`src/rtl/aging_priority_scheduler_assert.svh`:
```
// Assertion macros shared by the scheduler RTL.
`ifndef AGING_PRIORITY_SCHEDULER_ASSERT_SVH
`define AGING_PRIORITY_SCHEDULER_ASSERT_SVH

// Same-cycle implication, checked outside of reset.
`define APS_ASSERT_IMPL(name, ante, cons, msg) \
  name: assert property (@(posedge clk) disable iff (!rst_n) (ante) |-> (cons)) \
    else $error(msg);

// Next-cycle implication, checked outside of reset.
`define APS_ASSERT_NEXT(name, ante, cons, msg) \
  name: assert property (@(posedge clk) disable iff (!rst_n) (ante) |=> (cons)) \
    else $error(msg);

`endif

```
`src/rtl/aps_pkg.sv`:
```
// Package with shared types, codes and helper functions of the scheduler.
`timescale 1ns / 1ps

package aps_pkg;

  localparam logic [1:0] REQ_ADD    = 2'd0;
  localparam logic [1:0] REQ_SCHED  = 2'd1;
  localparam logic [1:0] REQ_FINISH = 2'd2;

  localparam logic [1:0] STAT_OK        = 2'd0;
  localparam logic [1:0] STAT_NOT_FOUND = 2'd1;
  localparam logic [1:0] STAT_FULL      = 2'd2;
  localparam logic [1:0] STAT_NONE      = 2'd3;

  typedef struct packed {
    logic [7:0]         id;
    logic signed [15:0] aging;
    logic signed [15:0] next_prio;
  } entry_t;

  typedef enum logic [2:0] {
    CELL_HOLD,
    CELL_LOAD,
    CELL_FROM_LEFT,
    CELL_FROM_RIGHT,
    CELL_AGE,
    CELL_HEAD
  } cell_op_t;

  typedef enum logic [1:0] {
    S_IDLE,
    S_SORT,
    S_AGE,
    S_POST
  } sched_state_t;

  function automatic logic signed [15:0] sat_inc(input logic signed [15:0] v);
    return (v == 16'sh7FFF) ? v : v + 16'sd1;
  endfunction

  function automatic logic signed [15:0] sat_dec(input logic signed [15:0] v);
    return (v == -16'sh8000) ? v : v - 16'sd1;
  endfunction

endpackage

```
`src/rtl/aps_in_if.sv`:
```
// Request channel interface of the scheduler.
`timescale 1ns / 1ps

interface aps_in_if;
  logic               valid;
  logic               ready;
  logic [1:0]         req_type;
  logic [7:0]         proc_id;
  logic signed [15:0] priority_req;

  modport source (output valid, output req_type, output proc_id, output priority_req,
                  input ready);
  modport sink (input valid, input req_type, input proc_id, input priority_req,
                output ready);
endinterface

```
`src/rtl/aps_out_if.sv`:
```
// Result channel interface of the scheduler.
`timescale 1ns / 1ps

interface aps_out_if;
  logic       valid;
  logic       ready;
  logic [1:0] status;
  logic [7:0] chosen_id;

  modport source (output valid, output status, output chosen_id, input ready);
  modport sink (input valid, input status, input chosen_id, output ready);
endinterface

```
`src/rtl/aps_cfg_if.sv`:
```
// Configuration write channel interface of the scheduler.
`timescale 1ns / 1ps

interface aps_cfg_if;
  logic               valid;
  logic               ready;
  logic signed [15:0] realtime_priority;

  modport source (output valid, output realtime_priority, input ready);
  modport sink (input valid, input realtime_priority, output ready);
endinterface

```
`src/rtl/aps_cell.sv`:
```
// One table cell that holds a scheduler entry and trades it with its neighbors.
`timescale 1ns / 1ps

module aps_cell (
  input  logic              clk,
  input  aps_pkg::cell_op_t op,
  input  aps_pkg::entry_t   left_in,
  input  aps_pkg::entry_t   right_in,
  input  aps_pkg::entry_t   load_in,
  output aps_pkg::entry_t   entry_o
);
  import aps_pkg::*;

  entry_t ent_r;

  always_ff @(posedge clk) begin
    case (op)
      CELL_LOAD:       ent_r <= load_in;
      CELL_FROM_LEFT:  ent_r <= left_in;
      CELL_FROM_RIGHT: ent_r <= right_in;
      CELL_AGE:        ent_r.aging <= sat_dec(ent_r.aging);
      CELL_HEAD: begin
        ent_r.aging     <= ent_r.next_prio;
        ent_r.next_prio <= sat_inc(ent_r.next_prio);
      end
      default: ;
    endcase
  end

  assign entry_o = ent_r;

endmodule

```
`src/rtl/aps_rt_fifo.sv`:
```
// Shift-line FIFO of real-time process ids, head at position zero.
`timescale 1ns / 1ps

module aps_rt_fifo #(
  parameter int DEPTH = 16
) (
  input  logic                         clk,
  input  logic                         rst_n,
  input  logic                         push,
  input  logic                         pop,
  input  logic [7:0]                   din,
  output logic [7:0]                   head,
  output logic [$clog2(DEPTH+1)-1:0]   count,
  output logic                         full
);
  localparam int CW = $clog2(DEPTH + 1);

  logic [7:0]    mem_r [DEPTH];
  logic [CW-1:0] count_r;

  always_ff @(posedge clk) begin
    if (!rst_n) begin
      count_r <= '0;
    end else if (push) begin
      count_r <= count_r + 1'b1;
    end else if (pop) begin
      count_r <= count_r - 1'b1;
    end
  end

  always_ff @(posedge clk) begin
    for (int i = 0; i < DEPTH; i++) begin
      if (push && CW'(i) == count_r) begin
        mem_r[i] <= din;
      end else if (pop && i < DEPTH - 1) begin
        mem_r[i] <= mem_r[i+1];
      end
    end
  end

  assign head  = mem_r[0];
  assign count = count_r;
  assign full  = (count_r == CW'(DEPTH));

endmodule

```
`src/rtl/aging_priority_scheduler.sv`:
```
// Top level of the aging priority scheduler with a real-time FIFO and a sorting cell chain.
//
//   channel  | direction | payload
//   in_ch    | sink      | req_type, proc_id, priority_req
//   out_ch   | source    | status, chosen_id
//   cfg_ch   | sink      | realtime_priority
//
// Add, finish and real-time schedule requests go through S_POST to a registered result.
// A table schedule runs odd-even sort phases in the cell chain until consecutive phases
// make no swap, then ages the table in S_AGE and goes through S_POST.
// A new request is accepted while an earlier result still waits on out_ch.
// Reset clears the counts, the state machine and the output valid; no clearing pass.
`timescale 1ns / 1ps
`include "aging_priority_scheduler_assert.svh"

module aging_priority_scheduler #(
  parameter int RT_DEPTH    = 16,
  parameter int TABLE_DEPTH = 16
) (
  input logic   clk,
  input logic   rst_n,
  aps_in_if.sink    in_ch,
  aps_out_if.source out_ch,
  aps_cfg_if.sink   cfg_ch
);
  import aps_pkg::*;

  localparam int CW  = $clog2(TABLE_DEPTH + 1);
  localparam int RCW = $clog2(RT_DEPTH + 1);

  sched_state_t       state_r, state_nxt;
  logic               phase_r, phase_nxt;
  logic               quiet_r, quiet_nxt;
  logic [CW-1:0]      entry_count_r, entry_count_nxt;
  logic [1:0]         res_status_r, res_status_nxt;
  logic [7:0]         res_id_r, res_id_nxt;
  logic               out_valid_r;
  logic [1:0]         out_status_r;
  logic [7:0]         out_id_r;
  logic signed [15:0] rt_prio_r;

  entry_t             ent [TABLE_DEPTH];
  cell_op_t           cell_op [TABLE_DEPTH];
  entry_t             new_entry;
  logic [TABLE_DEPTH-1:0] valid;
  logic [TABLE_DEPTH-1:0] shift_mask;
  logic [TABLE_DEPTH-2:0] desc;
  logic [TABLE_DEPTH-2:0] sw;
  logic               any_found;
  logic               any_swap;
  logic               in_accept;
  logic               out_free;
  logic               table_add;

  logic               rt_push, rt_pop, rt_full;
  logic [7:0]         rt_head;
  logic [RCW-1:0]     rt_count;

  aps_rt_fifo #(.DEPTH(RT_DEPTH)) u_rt_fifo (
    .clk   (clk),
    .rst_n (rst_n),
    .push  (rt_push),
    .pop   (rt_pop),
    .din   (in_ch.proc_id),
    .head  (rt_head),
    .count (rt_count),
    .full  (rt_full)
  );

  assign new_entry.id        = in_ch.proc_id;
  assign new_entry.aging     = in_ch.priority_req;
  assign new_entry.next_prio = sat_inc(in_ch.priority_req);

  for (genvar g = 0; g < TABLE_DEPTH; g++) begin : g_cell
    aps_cell u_cell (
      .clk      (clk),
      .op       (cell_op[g]),
      .left_in  (ent[(g == 0) ? 0 : g - 1]),
      .right_in (ent[(g == TABLE_DEPTH - 1) ? g : g + 1]),
      .load_in  (new_entry),
      .entry_o  (ent[g])
    );
  end

  assign in_accept   = in_ch.valid && in_ch.ready;
  assign in_ch.ready = (state_r == S_IDLE);
  assign cfg_ch.ready = 1'b1;
  assign out_free    = !out_valid_r || out_ch.ready;
  assign table_add   = in_accept && in_ch.req_type == REQ_ADD &&
                       in_ch.priority_req != rt_prio_r && entry_count_r != CW'(TABLE_DEPTH);

  always_comb begin
    logic seen;
    seen = 1'b0;
    for (int i = 0; i < TABLE_DEPTH; i++) begin
      valid[i]      = CW'(i) < entry_count_r;
      seen          = seen || (valid[i] && ent[i].id == in_ch.proc_id);
      shift_mask[i] = seen;
    end
    any_found = seen;
    for (int i = 0; i < TABLE_DEPTH - 1; i++) begin
      desc[i] = valid[i+1] && (ent[i].aging > ent[i+1].aging);
      sw[i]   = desc[i] && (state_r == S_SORT) && (1'(i % 2) == phase_r);
    end
    any_swap = |sw;
  end

  always_comb begin
    state_nxt       = state_r;
    phase_nxt       = phase_r;
    quiet_nxt       = quiet_r;
    entry_count_nxt = entry_count_r;
    res_status_nxt  = res_status_r;
    res_id_nxt      = res_id_r;
    rt_push         = 1'b0;
    rt_pop          = 1'b0;
    for (int i = 0; i < TABLE_DEPTH; i++) begin
      cell_op[i] = CELL_HOLD;
    end
    case (state_r)
      S_IDLE: begin
        if (in_accept) begin
          res_status_nxt = STAT_OK;
          res_id_nxt     = '0;
          state_nxt      = S_POST;
          case (in_ch.req_type)
            REQ_ADD: begin
              if (in_ch.priority_req == rt_prio_r) begin
                if (rt_full) begin
                  res_status_nxt = STAT_FULL;
                end else begin
                  rt_push = 1'b1;
                end
              end else if (entry_count_r == CW'(TABLE_DEPTH)) begin
                res_status_nxt = STAT_FULL;
              end else begin
                for (int i = 0; i < TABLE_DEPTH; i++) begin
                  if (CW'(i) == entry_count_r) begin
                    cell_op[i] = CELL_LOAD;
                  end
                end
                entry_count_nxt = entry_count_r + 1'b1;
              end
            end
            REQ_SCHED: begin
              if (rt_count != '0) begin
                res_id_nxt = rt_head;
              end else if (entry_count_r == '0) begin
                res_status_nxt = STAT_NONE;
              end else begin
                state_nxt = S_SORT;
                phase_nxt = 1'b0;
                quiet_nxt = 1'b0;
              end
            end
            REQ_FINISH: begin
              if (rt_count != '0 && rt_head == in_ch.proc_id) begin
                rt_pop = 1'b1;
              end else if (any_found) begin
                for (int i = 0; i < TABLE_DEPTH; i++) begin
                  if (shift_mask[i]) begin
                    cell_op[i] = CELL_FROM_RIGHT;
                  end
                end
                entry_count_nxt = entry_count_r - 1'b1;
              end else begin
                res_status_nxt = STAT_NOT_FOUND;
              end
            end
            default: ;
          endcase
        end
      end
      S_SORT: begin
        for (int i = 0; i < TABLE_DEPTH - 1; i++) begin
          if (sw[i]) begin
            cell_op[i]   = CELL_FROM_RIGHT;
            cell_op[i+1] = CELL_FROM_LEFT;
          end
        end
        phase_nxt = !phase_r;
        quiet_nxt = !any_swap;
        if (!any_swap && quiet_r) begin
          state_nxt = S_AGE;
        end
      end
      S_AGE: begin
        cell_op[0] = CELL_HEAD;
        for (int i = 1; i < TABLE_DEPTH; i++) begin
          cell_op[i] = CELL_AGE;
        end
        res_status_nxt = STAT_OK;
        res_id_nxt     = ent[0].id;
        state_nxt      = S_POST;
      end
      S_POST: begin
        if (out_free) begin
          state_nxt = S_IDLE;
        end
      end
      default: state_nxt = S_IDLE;
    endcase
  end

  always_ff @(posedge clk) begin
    if (!rst_n) begin
      state_r       <= S_IDLE;
      phase_r       <= 1'b0;
      quiet_r       <= 1'b0;
      entry_count_r <= '0;
      out_valid_r   <= 1'b0;
      rt_prio_r     <= '0;
    end else begin
      state_r       <= state_nxt;
      phase_r       <= phase_nxt;
      quiet_r       <= quiet_nxt;
      entry_count_r <= entry_count_nxt;
      if (cfg_ch.valid && cfg_ch.ready) begin
        rt_prio_r <= cfg_ch.realtime_priority;
      end
      if (state_r == S_POST && out_free) begin
        out_valid_r <= 1'b1;
      end else if (out_ch.ready) begin
        out_valid_r <= 1'b0;
      end
    end
  end

  always_ff @(posedge clk) begin
    res_status_r <= res_status_nxt;
    res_id_r     <= res_id_nxt;
    if (state_r == S_POST && out_free) begin
      out_status_r <= res_status_r;
      out_id_r     <= res_id_r;
    end
  end

  assign out_ch.valid     = out_valid_r;
  assign out_ch.status    = out_status_r;
  assign out_ch.chosen_id = out_id_r;

  `APS_ASSERT_NEXT(a_add_grows, table_add, entry_count_r == $past(entry_count_r) + 1'b1, "no add")
  `APS_ASSERT_IMPL(a_sorted_at_age, state_r == S_AGE, desc == '0, "table unsorted at aging")
  `APS_ASSERT_IMPL(a_out_from_post, $rose(out_valid_r), $past(state_r == S_POST), "stray result")

endmodule
```
`src/flat_wrapper.sv`:
```
// flat-port wrapper written by rule: the top's interface ports become plain ports
module aging_priority_scheduler_flat import aps_pkg::*;
#(
  parameter int RT_DEPTH    = 16,
  parameter int TABLE_DEPTH = 16
)
  (clk, rst_n, in_ch_valid, in_ch_req_type, in_ch_proc_id, in_ch_priority_req, in_ch_ready, out_ch_valid, out_ch_status, out_ch_chosen_id, out_ch_ready, cfg_ch_valid, cfg_ch_realtime_priority, cfg_ch_ready);
  aps_in_if in_ch_i ();
  aps_out_if out_ch_i ();
  aps_cfg_if cfg_ch_i ();
  input logic clk;
  input logic rst_n;
  input wire logic [$bits(in_ch_i.valid)-1:0] in_ch_valid;
  input wire logic [$bits(in_ch_i.req_type)-1:0] in_ch_req_type;
  input wire logic [$bits(in_ch_i.proc_id)-1:0] in_ch_proc_id;
  input wire logic [$bits(in_ch_i.priority_req)-1:0] in_ch_priority_req;
  output wire logic [$bits(in_ch_i.ready)-1:0] in_ch_ready;
  output wire logic [$bits(out_ch_i.valid)-1:0] out_ch_valid;
  output wire logic [$bits(out_ch_i.status)-1:0] out_ch_status;
  output wire logic [$bits(out_ch_i.chosen_id)-1:0] out_ch_chosen_id;
  input wire logic [$bits(out_ch_i.ready)-1:0] out_ch_ready;
  input wire logic [$bits(cfg_ch_i.valid)-1:0] cfg_ch_valid;
  input wire logic [$bits(cfg_ch_i.realtime_priority)-1:0] cfg_ch_realtime_priority;
  output wire logic [$bits(cfg_ch_i.ready)-1:0] cfg_ch_ready;
  assign in_ch_i.valid = in_ch_valid;
  assign in_ch_i.req_type = in_ch_req_type;
  assign in_ch_i.proc_id = in_ch_proc_id;
  assign in_ch_i.priority_req = in_ch_priority_req;
  assign in_ch_ready = in_ch_i.ready;
  assign out_ch_valid = out_ch_i.valid;
  assign out_ch_status = out_ch_i.status;
  assign out_ch_chosen_id = out_ch_i.chosen_id;
  assign out_ch_i.ready = out_ch_ready;
  assign cfg_ch_i.valid = cfg_ch_valid;
  assign cfg_ch_i.realtime_priority = cfg_ch_realtime_priority;
  assign cfg_ch_ready = cfg_ch_i.ready;
  aging_priority_scheduler #(.RT_DEPTH(RT_DEPTH), .TABLE_DEPTH(TABLE_DEPTH)) u_core (.clk(clk), .rst_n(rst_n), .in_ch(in_ch_i), .out_ch(out_ch_i), .cfg_ch(cfg_ch_i));
endmodule
```
`config.mk`:
```
export PLATFORM = sky130hd
export DESIGN_NAME = aging_priority_scheduler_flat
export DESIGN_NICKNAME = d
export VERILOG_FILES = /design/src/rtl/aps_pkg.sv /design/src/rtl/aps_in_if.sv /design/src/rtl/aps_out_if.sv /design/src/rtl/aps_cfg_if.sv /design/src/rtl/aps_cell.sv /design/src/rtl/aps_rt_fifo.sv /design/src/rtl/aging_priority_scheduler.sv /design/src/flat_wrapper.sv
export VERILOG_INCLUDE_DIRS = /design/src /design/src/rtl
export SDC_FILE = /design/constraint.sdc
export NUM_CORES = 2
export LEC_CHECK = 0
export ABC_AREA = 0
export BUFFER_PORTS_ARGS = -buffer_cell sky130_fd_sc_hd__buf_4
export CAP_MARGIN = 20
export CORE_UTILIZATION = 35
export CTS_CLUSTER_DIAMETER = 100
export DETAILED_ROUTE_END_ITERATION = 6
export GPL_TIMING_DRIVEN = 0
export PLACE_DENSITY = 0.5
export SLEW_MARGIN = 20
export SYNTH_ARGS = -nofsm -noshare
export SYNTH_HDL_FRONTEND = slang
export SYNTH_SLANG_ARGS = --single-unit
export TNS_END_PERCENT = 30
```
`constraint.sdc`:
```
create_clock -name clk -period 5.84 [get_ports clk]
set_input_delay 0.584 -clock clk [delete_from_list [all_inputs] [get_ports clk]]
set_output_delay 0.584 -clock clk [all_outputs]
set_load 0.05 [all_outputs]
```
* Word level (Yosys, flattened, before mapping) *
Memories as Yosys holds them, arrays and structs flattened.
Index checks and enable logic that the tools add are counted.

word-level totals
  latch bits = 0
  memories = 1
  register bits after elaboration = 691
  bits in writable memories = 128
  memory bits (read-only) = 0
  bits of input ports = 47

cells by class
  multiply operators = 0
  $lt $le $gt $ge = 31
  shifts and indexed selects = 0
  bitwise gates (word level) = 16
  divide/modulo/power cells = 0
  equal/unequal tests = 208
  add/sub/neg operators = 37
  mux-type cells = 263
  reductions and logical operators = 196

memories
  name                    depth  width  rd ports  clocked after Yosys merged registers in  wr ports  RTL line           source
  u_core.u_rt_fifo.mem_r  16     8      16        0                                        15        aps_rt_fifo.sv:18  logic [7:0] mem_r [DEPTH];

operator list
  operator                                                              number
  16-bit case mux with 5 select lines                                   14
  16-bit case mux with 4 select lines                                   16
  16-bit == test, second input constant                                 33
  16-bit 2-to-1 mux                                                     33
  8-bit case mux with 3 select lines                                    14
  16-bit by 2-bit adder with 16-bit output, second input constant       17
  16-bit by 2-bit subtractor with 16-bit output, second input constant  16
  16-bit greater-than comparator                                        15
  48-bit 2-to-1 mux                                                     5
  8-bit 2-to-1 mux                                                      19
  48-bit case mux with 3 select lines                                   1
  8-bit == test                                                         17
  6-bit 2-to-1 mux                                                      17
  3-bit == test, second input constant                                  32
  1-bit 2-to-1 mux                                                      96
  16-bit case mux with 3 select lines                                   2
  48-bit case mux with 2 select lines                                   1
  3-bit by 2-bit == test with 1-bit output, second input constant       30
  1-bit logical AND                                                     81
  4-bit by 5-bit == test with 1-bit output, first input constant        16
  2-bit inequality test, second input constant                          40
  5-bit nonzero test                                                    15
  2-bit AND reduction                                                   33
  4-bit nonzero test                                                    16
  other kinds (37)                                                      172

* Depth between registers and ports, before layout *
  word-level depth = 26
  depth in mapped cells = 16
  depth with buffers taken out = 11

* Hierarchy *
From an unflattened synthesis, not the netlist that was laid out.

unflattened totals
  cell total of the unflattened synthesis = 7251
  area total of the unflattened synthesis = 67735.0 µm²

modules (own cells, without submodules)
  module                                  area an instance (µm²)  times used  cells an instance  sequential area each (µm²)
  aps_cell (u_core.g_cell[0].u_cell ...)  3164.3                  8           344                1201.2
  aps_cell (u_core.g_cell[2].u_cell ...)  3083.0                  7           326                1201.2
  aging_priority_scheduler                11469.8                 1           1513               1121.1
  aps_rt_fifo                             6105.9                  1           355                3943.8
  aps_cell (u_core.g_cell[9].u_cell)      3264.4                  1           349                1201.2

* Worst setup path before layout *
OpenSTA, ideal clock, no wires.

  kind = input to register
  start point = input in_ch_proc_id[7]
  end point = register u_core.g_cell[10].u_cell.ent_r, in the netlist u_core.g_cell[10].u_cell.entry_o[0] (enable)
  data required time = 5.362 ns
  path slack = 0.127 ns
  data arrival time = 5.235 ns
  library setup time = 0.478 ns
  cell stages on the path = 13
  path buffers = 5
  cells stage by stage = buf_2 -> buf_6 -> xor2_1 -> nor4_1 -> nand4_1 -> and4_1 -> buf_2 -> and3_1 -> buf_6 -> a21oi_2 -> buf_2 -> nor2_4 -> a2111oi_0

on the way
  cells in the longest elaborated chain, start to end = 25
  elaborated cells on any way between the ends = 62
  those cells by class = eq/ne (22); mux (6); reduce/logical (34)

ends and longest elaborated chain
  element                                                                RTL line                         source
  start, declared                                                        flat_wrapper.sv:15               input wire logic [$bits(in_ch_i.proc_id)-1:0] in_ch_proc_id;
  8-bit == test                                                          aging_priority_scheduler.sv:97   seen = seen || (valid[i] && ent[i].id == in_ch.proc_id);
  1-bit logical AND                                                      aging_priority_scheduler.sv:97
  1-bit logical OR (15 in a row)                                         aging_priority_scheduler.sv:97
  48-bit 2-to-1 mux                                                      aging_priority_scheduler.sv:159  end else if (any_found) begin
  48-bit 2-to-1 mux *                                                    aging_priority_scheduler.sv:157  if (rt_count != '0 && rt_head == in_ch.proc_id) begin
  48-bit case mux with 2 select lines *                                  aging_priority_scheduler.sv:126  case (in_ch.req_type)
  48-bit 2-to-1 mux *                                                    aging_priority_scheduler.sv:122  if (in_accept) begin
  48-bit case mux with 3 select lines *                                  aging_priority_scheduler.sv:120  case (state_r)
  3-bit == test, or another cell as far along                            aps_cell.sv:17                   case (op)
  4-bit nonzero test (no line) or 2-bit inequality test (tied branches)  n/a
  2-bit AND reduction (no line) *                                        n/a
  end signal, assigned                                                   aps_cell.sv:18                   CELL_LOAD: ent_r <= load_in;
  end signal, assigned                                                   aps_cell.sv:19                   CELL_FROM_LEFT: ent_r <= left_in;
  end signal, assigned                                                   aps_cell.sv:20                   CELL_FROM_RIGHT: ent_r <= right_in;
  end, declared                                                          aps_cell.sv:14                   entry_t ent_r;

Mark *: on every way between the ends. The rest lies on a longest branch, timed or not.
A chain may end at the register's enable or synchronous reset.

* Final worst setup path *
  start point = register u_core.state_r[0]
  end point = register u_core.g_cell[9].u_cell.ent_r, in the netlist u_core.g_cell[9].u_cell.entry_o[12] (enable)

on the way
  cells in the longest elaborated chain, start to end = 10
  elaborated cells on any way between the ends = 20
  those cells by class = eq/ne (7); mux (5); reduce/logical (8)

ends and longest elaborated chain
  element                                                                RTL line                                                          source
  start, declared                                                        aging_priority_scheduler.sv:31                                    sched_state_t state_r, state_nxt;
  start signal, assigned                                                 aging_priority_scheduler.sv:214                                   state_r <= state_nxt;
  2-bit by 1-bit == test with 1-bit output                               aging_priority_scheduler.sv:103, aging_priority_scheduler.sv:120
  1-bit logical AND (2 in a row)                                         aging_priority_scheduler.sv:103                                   sw[i] = desc[i] && (state_r == S_SORT) && (1'(i % 2) == phase_r);
  6-bit 2-to-1 mux (2 in a row)                                          aging_priority_scheduler.sv:176                                   if (sw[i]) begin
  6-bit 2-to-1 mux                                                       aging_priority_scheduler.sv:120
  48-bit case mux with 3 select lines *                                  aging_priority_scheduler.sv:120
  3-bit == test, or another cell as far along                            aps_cell.sv:17
  4-bit nonzero test (no line) or 2-bit inequality test (tied branches)  n/a
  2-bit AND reduction (no line) *                                        n/a
  end signal, assigned                                                   aps_cell.sv:18
  end signal, assigned                                                   aps_cell.sv:19
  end signal, assigned                                                   aps_cell.sv:20
  end, declared                                                          aps_cell.sv:14

Mark *: on every way between the ends. The rest lies on a longest branch, timed or not. The select of a mux whose other input is x is not followed.

==> reports/qor.yml <==
floorplan:
  die_h_um: 423
  core_area_um2: 176000
  dieWidth_um: 423
  dieArea_um2: 179000
  num_io_pins: 60
  floorplan.initialDensity_pct: 35.2
  rows: 154
clock_network:
  clock_latency_ps: 800
  clk_pin_slew_ps: 70
  cts_tree: "built"
  ctsRootBufferMaster: "clkbuf_16"
  clock_path_buffers: 3
  cts_made_buffers: 106
  postCtsSetupBuffers: 0
  cts_htree_levels: 3
  cts.sinks: 819
drt:
  postRouteAntennaNets: 0
  routedWlPerCell_um: 36.7
  first_pass_iters: 7
  drt-vias-per-instance: 6.66
  post-route-drc-count: 12
  vias: 62100
  totalWireLength_um: 342000
  drt_iter0_markers: 10600
timing:
  slew_viol_final: 0
  fmax_mhz: 168
  post-route-period-util_pct: 102
  max_slew_margin_pct: 8.80
  rsz0062_at_grt: "false"
  setup_slack_ps: -123
  setup_viol: 76
  fin_crit_ps: 5960
  hold_viol: 0
  fin_skew_ps: 69.1
  whs_ps: 41.4
  tightest_slew_ps: 1370
global_routing:
  grt_use_total_pct: 36.9
  grt_max_degree: 17
  grt_first_pass_wirelength_um: 466000
  antenna_found_initial: 34
  grt_pass1_vias: 56700
  gr-total-overflow: 0
pwr:
  power.density_nw_per_um2: 373
  ir_drop_uv: 290
  total_leakage_power_nw: 26.8
finish:
  drive_above_1_share_pct: 10.0
  utilization_pct: 40.3
  regArea_um2: 24300
  nets: 7193
  syn_to_final_growth_pct: 14.5
  multi_input_area_um2: 35000
  fillers: 17600
yosys:
  synth.net_count: 6937
  netlist_instances: 6601
  synth_edf_count: 788
  synth_top_family_by_area: "compound AO/OA/AOI/OAI gates"
  synth_seq_area_share_pct: 39.1
  syn-cell-area_um2: 62100
  synth_xor_area_share_pct: 8.54
  synthMuxAreaShare_pct: 4.75
  ys_top_cells_by_area: "edfxtp_1, ha_1, xnor2_1"
  synthAdderAreaFrac_pct: 5.83
  yosysTopAreaCellShare_pct: 38.1
  synth-compound-area-share_pct: 20.5
  ys_warn_count: 0
  ys_ff_latch: 819
  synthFlopType: "edfxtp_1"
  postSynthAreaPerCell_um2: 9.40
  yosys.cell_types.count: 105
  yosys.area_share.simple_pct: 16.1
  postSynth.asyncResetShare_pct: 0
  synth_top_area_cell: "edfxtp_1"
worst_setup_path:
  arrival_ps: 6350
  crit_path_frequent_cell: "clkbuf_1"
  crit_chain: "ha_1 -> clkbuf_1 -> nor2_1 -> clkbuf_1 -> clkbuf_2 -> clkbuf_1 -> o21ai_1 -> clkbuf_1 -> nand2_2"
  critPathKind: "register to register"
  endpoint_kind: "register"
  cpLargestDelayFamily: "buffers and inverters"
  cp_max_fo: 16
  critPathLaunchType: "register"
  slowest_delay_ps: 960
  worstPathRequired_ps: 6230
  worst_path_max_delay_cell: "clkbuf_1"
  cp_num_buf_inv: 5
place:
  dp_hpwl_um: 269000
  place.gp.congestion: 1.03
  portBuffers: 50
outcome:
  status: "finished with violations"
  failed_checks: "DRC, setup timing"
flow_run:
  cap_violations: 0
min_path:
  hp-class: "primary input to register"
-- cells in the mapped netlist, types with 164 or more instances --
library cell / number
edfxtp_1: 788
nand2_1: 610
nor2_1: 478
xnor2_1: 383
clkbuf_1: 314
inv_1: 298
ha_1: 289
o21ai_0: 287
a21oi_1: 263
mux2i_1: 235
nand3_1: 230
xor2_1: 222
a21o_1: 164
-- kinds of logic after synthesis --
group / count (synthesis)
XOR/XNOR: 605
flip-flops: 819
multiplexers: 288
AO/OA/AOI/OAI: 1771
other: 1
AND/OR/NAND/NOR: 2056
buffers and inverters: 772
adder cells (fa/ha/maj): 289
-- cell type report --
class,count,area share (%)
clock buffers,129,3.90
flip-flops and latches,819,34.2
inverters,300,1.59
clock inverters,67,0.874
repair buffers,148,2.87
multi-input cells,5010,49.3
well taps,2340,4.12
plain buffers,472,3.07
diodes,32,0.113
-- registers in the layout, summed over array words and instances, names as in the netlist --
signal                        count
u_core.out_ch.valid               1
u_core.u_rt_fifo.mem_r          128
u_core.out_ch.chosen_id           8
u_core.rt_prio_r                 16
u_core.res_id_r                   8
u_core.entry_count_r              5
u_core.res_status_r               2
u_core.out_ch.status              2
u_core.g_cell.u_cell.entry_o    640
u_core.quiet_r                    1
u_core.u_rt_fifo.count            5
u_core.state_r                    2
u_core.phase_r                    1
-- through the flow --
step                      setup slack [ps]  cell area (um^2)  instances  power, W  TNS (ps)
after global routing                  5.16             71000       9287    0.0273         0
final                                 -123             71000       9317    0.0265     -4690
after CTS                             28.1             70900       9284    0.0260         0
after global placement               -3410             65400       8991    0.0188   -650380
after floorplan                        127             62100       6601    0.0145         0
after detailed placement             -98.6             67400       9081    0.0193     -2340
-- path summary, 6_finish.rpt --
kind / from / endpoint / slack (ps) / cells after the start
setup / recovery: u_core.state_r[0]$_SDFFE_PN0P_ / u_core.g_cell[9].u_cell.entry_o[12]$_DFFE_PP_ / -120 / 9
hold / removal: in_ch_proc_id[6] / u_core.u_rt_fifo.mem_r[1][62]$_DFFE_PP_ / 40 / 1
setup reg to reg: u_core.state_r[0]$_SDFFE_PN0P_ / u_core.g_cell[9].u_cell.entry_o[12]$_DFFE_PP_ / -120 / 9
hold reg to reg: u_core.res_id_r[4]$_DFFE_PP_ / u_core.out_ch.chosen_id[4]$_DFFE_PP_ / 440 / 0
-- power breakdown --
group | internal (W) | switching, W | leakage [nW]
logic | 0.00333 | 0.00686 | 17.7
registers | 0.00779 | 0.00182 | 7.45
clock network | 0.00369 | 0.00302 | 1.64
total | 0.0148 | 0.0117 | 26.8
-- what timing repair did --
action,CTS,global route
gates resized for setup,1,4
endpoints found under the hold margin,7,0
hold buffers,7,0
setup endpoints to repair,13,64
cloned,0,0
-- layer usage --
metal	share of wire, %	track usage [%]
met4	7.7	23.8
met1	40	49.7
met2	40	50.7
met5	0.059	0
met3	13	10.9
-- placed cells by master, fill, tap and decap left out, types with 27 or more instances in the layout --
master	n
edfxtp_1	788
nand2_1	607
nor2_1	461
xnor2_1	374
inv_1	298
ha_1	289
clkbuf_1	272
o21ai_0	268
a21oi_1	255
mux2i_1	232
nand3_1	230
xor2_1	219
a21o_1	164
a22oi_1	161
nor3_1	152
and3_1	133
a222oi_1	120
buf_2	114
a221oi_1	113
nand4_1	112
a31oi_1	112
clkbuf_16	106
o221ai_1	93
nor4_1	83
buf_4	78
clkbuf_2	63
mux2_2	53
o21ai_1	48
a211oi_1	45
o211ai_1	44
buf_6	41
and2_1	39
nor2b_1	37
o22ai_1	35
diode_2	32
dfxtp_1	31
clkinv_1	28
o22a_1	27
buf_16	27
Power figures use the tool's default switching activity.
